==> src/sv/pgsct_pkg.sv <==
package pgsct_pkg;

  // fraction bits of the fixed point format by default
  localparam int unsigned FracBitsDef = 16;

  // data width of the configuration port and of every field word
  localparam int unsigned WordW = 32;

  // width of a quotient numerator magnitude and of its denominator
  localparam int unsigned NumW = 34;

  // width of the radicand and of its integer root
  localparam int unsigned RadW  = 64;
  localparam int unsigned RootW = 32;

  // configuration register indexes
  typedef enum logic [1:0] {
    CfgSlope    = 2'd0,
    CfgRadStart = 2'd1,
    CfgStepT0   = 2'd2,
    CfgStepT1   = 2'd3
  } cfg_idx_e;

endpackage

==> src/sv/pgsct_sqrt.sv <==
module pgsct_sqrt #(
  parameter int unsigned SideW = 1
) (
  input  logic                         clk_i,
  input  logic                         rst_ni,
  input  logic                         valid_i,
  input  logic [pgsct_pkg::RadW-1:0]   rad_i,
  input  logic [SideW-1:0]             side_i,
  output logic                         valid_o,
  output logic [pgsct_pkg::RootW-1:0]  root_o,
  output logic [SideW-1:0]             side_o
);
  import pgsct_pkg::*;

  localparam int unsigned RemW = RootW + 4;

  // one root bit per stage, two radicand bits consumed per stage
  logic                vld_q  [RootW+1];
  logic [RadW-1:0]     rad_q  [RootW+1];
  logic [RemW-1:0]     rem_q  [RootW+1];
  logic [RootW-1:0]    root_q [RootW+1];
  logic [SideW-1:0]    side_q [RootW+1];

  assign vld_q[0]  = valid_i;
  assign rad_q[0]  = rad_i;
  assign rem_q[0]  = '0;
  assign root_q[0] = '0;
  assign side_q[0] = side_i;

  for (genvar k = 0; k < RootW; k++) begin : g_stage
    logic [RemW-1:0]  rem_n;
    logic [RemW-1:0]  trial;
    logic [RemW-1:0]  rem_d;
    logic [RootW-1:0] root_d;

    // restoring step: trial subtract of 4*root+1
    always_comb begin
      rem_n = {rem_q[k][RemW-3:0], rad_q[k][RadW-1 -: 2]};
      trial = {2'b00, root_q[k], 2'b01};
      if (rem_n >= trial) begin
        rem_d  = rem_n - trial;
        root_d = {root_q[k][RootW-2:0], 1'b1};
      end else begin
        rem_d  = rem_n;
        root_d = {root_q[k][RootW-2:0], 1'b0};
      end
    end

    always_ff @(posedge clk_i or negedge rst_ni) begin
      if (!rst_ni) begin
        vld_q[k+1] <= 1'b0;
      end else begin
        vld_q[k+1] <= vld_q[k];
      end
    end

    always_ff @(posedge clk_i) begin
      rad_q[k+1]  <= {rad_q[k][RadW-3:0], 2'b00};
      rem_q[k+1]  <= rem_d;
      root_q[k+1] <= root_d;
      side_q[k+1] <= side_q[k];
    end
  end

  assign valid_o = vld_q[RootW];
  assign root_o  = root_q[RootW];
  assign side_o  = side_q[RootW];

endmodule

==> config.mk <==
export PLATFORM = sky130hd
export DESIGN_NAME = pgsct_sqrt
export DESIGN_NICKNAME = d
export VERILOG_FILES = /design/src/sv/pgsct_pkg.sv /design/src/sv/pgsct_sqrt.sv
export SDC_FILE = /design/constraint.sdc
export NUM_CORES = 2
export LEC_CHECK = 0
export BUFFER_PORTS_ARGS = -buffer_cell sky130_fd_sc_hd__buf_2
export CAP_MARGIN = 20
export CORE_ASPECT_RATIO = 1.25
export CORE_UTILIZATION = 30
export DETAILED_ROUTE_END_ITERATION = 12
export PLACE_DENSITY = 0.44
export SYNTH_ARGS = -nofsm -noshare
export SYNTH_HDL_FRONTEND = slang
export SYNTH_SLANG_ARGS = --single-unit
==> constraint.sdc <==
create_clock -name clk_i -period 7.7 [get_ports clk_i]
set_clock_uncertainty 0.2 [all_clocks]
set_input_delay 0.385 -clock clk_i [delete_from_list [all_inputs] [get_ports clk_i]]
set_output_delay 0.385 -clock clk_i [all_outputs]
set_load 0.03 [all_outputs]
==> summary.txt <==
Bufs on Longest Clock Path: 4
Switching part of the total: 0.281
Die area: 317,000 µm²
Final ANT Viol Nets: 0
Fmax: 213 MHz
Worst path required time: 8210 ps
Synth Flop Type: dfxtp_1
Clk Latency, worst-skew pair: 850 ps
Peak supply drop: 179 µV
Final Critical Period: 4690 ps
Via count: 63,500
Number of global-route vias before repair: 65,000
Vias per cell: 4.55
Post-synthesis sequential area ratio: 0.551
Largest net degree at the start of global routing: 63
Number of max-cap violations: 0
FFs w/ async S/R, synth: 0.0124
Fraction of final layout cells sized beyond drive strength 1: 0.0786
Drt total wl: 223,000 µm
PostCTS Resize Cnt: 0
Worst R2R Start: g_stage[30].trial[2]$_DFF_P_
TritonCTS buffer count: 287
Mean area per synthesized cell: 10.3 µm²
Syn Nets: 9,820
Final net count: 10,200
Sequential Power Share: 0.473
Overall Global Routing Usage: 0.139
Die Y: 629 µm
Gate Count Post-Synth: 9,190
Worst setup EP type: flip-flop
DRC errors left: 0
Routability Congestion: 0.844
Worst Path Max Fanout: 34
Worst Max-Slew Pin Slew: 1050 ps
R2r setup slk: 3010 ps
HP Start: rad_i[22]
Final HPWL from detailed placement: 169,000 µm
Final setup fails: 0
Clock sink count: 2,587
Fin. Hold Viols: 0
Initial antenna violation count: 3
Startpoint Class: flip-flop
Yosys cell types: 104
Initial Utilization: 0.302
Worst-path clk slew: 60 ps
Gate power share: 0.150
Port-buffer cells: 101
RSZ-0062 raised after global routing: no
Gr ovfl total: 0
Htree depth: 5
Number of enable flip-flop cells after synthesis: 0
R2r worst-path depth: 13
R2r endpoint: g_stage[31].rem_n[35]$_DFF_P_
Worst path arrival time: 5190 ps
FP Rows: 229
Switching Power: 10,300 µW
Register bit total from synthesis: 2,587
Syn Std Cell Area: 94,300 µm²
Layout area overhead: 17.3%
Slowest stage delay, CP: 680 ps
Die width: 504 µm
Core ar.: 312,000 µm²
Endpoint, Worst Hold: rad_q[2008]$_DFF_P_
Leakage: 0.0507 µW
Yosys Warn Count: 0
Critical path startpoint: g_stage[30].trial[2]$_DFF_P_
I/O Pins: 102
Pint: 26,300 µW
Power per standard cell area: 331 nW/µm²
Kind of critical path: flip-flop to flip-flop
CP max-delay cell: a21o_1
Worst Hold Class: input pin to flip-flop
Outcome: completed
Fin crit share: 0.609
End-of-flow core utilization: 0.355
Clock power share: 0.377
First-pass GRT wire length: 352,000 µm
Worst-path cell chain: inv_1 -> ha_1 -> nor2b_1 -> o31a_1 -> o31a_1 -> nor4_1 -> o21ai_1 -> a31oi_1 -> a21o_1 -> buf_4 -> inv_1 -> o211a_1 -> xor2_1
TritonCTS clock tree: yes
DR iter-0 viols: 2,901
Max Slew Vio Count: 0
First drt pass iteration count: 5
Hold Path Stages: 2
Post-CTS setup buffer count: 0
Setup TNS: 0 ps
Slew headroom: 0.283
CTS root buf: clkbuf_16
Wire length per cell: 16.0 µm
==> worst max path at each step <==
stage	end	slack [ps]	depth (start not counted)
final	g_stage[31].rem_n[35]$_DFF_P_	3010	13
after detailed placement	g_stage[31].rem_n[35]$_DFF_P_	3020	13
after global routing	g_stage[31].rem_n[35]$_DFF_P_	2610	13
after floorplan	g_stage[30].rem_n[32]$_DFF_P_	4500	11
after global placement	g_stage[23].rem_n[16]$_DFF_P_	3040	11
after CTS	g_stage[31].rem_n[35]$_DFF_P_	2970	13
==> worst max-delay path: cells and delay by family (launching register included) <==
| family | cells | cell delay (ps) |
|---|---|---|
| compound gates | 6 | 2180 |
| buf+inv | 3 | 710 |
| simple gates | 2 | 700 |
| flops | 1 | 320 |
| fa+ha+maj | 1 | 320 |
| xor+xnor | 1 | 140 |
==> layout by cell type, fill, tap and decap left out, types with 32 or more instances in the layout <==
cell	count
mux2_2	73
o21bai_1	42
buf_2	102
dfxtp_1	2555
dlygate4sd3_1	134
or4_1	53
inv_1	713
or3_1	87
o21ai_0	442
dfrtp_1	32
nand2_1	609
a211oi_1	59
nand2b_1	114
nand4_1	105
clkinv_2	37
nand3_1	147
o21a_1	101
clkbuf_16	293
clkbuf_8	63
ha_1	562
a21oi_1	569
clkbuf_1	46
xor2_1	386
nor3_1	217
xnor2_1	459
a31oi_1	43
or2_2	38
and2_1	36
o31ai_1	60
o211ai_1	36
nor2_1	556
a21o_1	256
nor4_1	120
nor2b_1	74
and3_1	53
==> flip-flops by register name (all words and copies together), names as in the netlist <==
| register | count |
|---|---|
| valid_o | 1 |
| vld_q | 31 |
| side_o | 1 |
| rad_q | 930 |
| g_stage.rem_n | 1065 |
| side_q | 31 |
| g_stage.trial | 496 |
| root_o | 32 |
==> Yosys cell counts (19+ instances only) <==
cell       count  area, µm²
dfxtp_1     2555      51100
inv_1        713       2680
nand2_1      609       2290
a21oi_1      572       2860
ha_1         562       7030
nor2_1       556       2090
xnor2_1      459       4020
o21ai_0      442       2210
xor2_1       386       3380
a21o_1       256       1920
nor3_1       217       1090
nand3_1      147        736
clkbuf_1     131        492
nor4_1       120        751
nand2b_1     114        713
nand4_1      105        657
o21a_1       101        758
or3_1         87        544
nor2b_1       74        463
mux2_2        73        822
o31ai_1       61        458
a211oi_1      60        450
and3_1        53        332
or4_1         53        398
a31oi_1       43        269
o21bai_1      43        323
or2_2         38        238
and2_1        36        225
o211ai_1      36        270
dfrtp_1       32        801
a21boi_0      21        158
a31o_2        21        184
nand3b_1      21        158
a2111oi_0     20        175
and4_1        20        175
buf_1         19       71.3
buf_2         19       95.1
==> power by group through the flow <==
stage	Combinational, µW	Clock, µW	Sequential, µW
after global routing	6200	15000	17600
after detailed placement	5480	0	17600
after floorplan	4250	0	16800
after global placement	5450	0	17600
final	5500	13800	17300
after CTS	5560	14400	17400
==> through the flow <==
stage          hold WS (ps)  instance area [µm²]  cells  setup slack, ps  power (µW)
2_1_floorplan          -111                94300   9190             4500       21100
3_3_place_gp            110                99600  13300             3040       23100
3_5_place_dp            112                99600  13300             3020       23100
4_1_cts                2.48               111000  13900             2970       37300
5_1_grt                21.2               111000  13900             2610       38700
6_report               79.0               111000  13900             3010       36600
==> kinds of logic (layout without fill, tap and decap cells) <==
kind of cell	count (synthesis)	after routing	synth area share
flip-flops	2587	2587	0.551
AND/OR/NAND/NOR	2352	2352	0.126
AO/OA/AOI/OAI	1860	1860	0.124
buffers and inverters	892	1482	0.0361
XOR/XNOR	845	845	0.0785
adder cells (fa/ha/maj)	562	562	0.0745
multiplexers	91	91	0.0107
other	1	7	0.0000398
==> metal layers <==
metal,vias up,routed length (µm),global-route usage
met5,-,0,0
met4,0,9790,0.0618
met3,504,7500,0.0223
met2,970,115000,0.259
met1,29700,90400,0.152
li1,32300,-,-
==> repair_timing <==
action	CTS	global route
hold buffers	135	0
hold endpoints to repair	99	0
setup endpoints to repair	0	0
==> layout make-up <==
| cell class | count | area, µm² |
|---|---|---|
| multi-input cells | 5711 | 39000 |
| clock buffers | 402 | 8370 |
| inverters | 719 | 2700 |
| flip-flops and latches | 2587 | 51900 |
| diodes | 6 | 15.0 |
| well taps | 4158 | 5200 |
| clock inverters | 101 | 1260 |
| repair buffers | 260 | 2080 |
| fillers | 31200 | 201000 |
(Power assumes the default switching activity.)
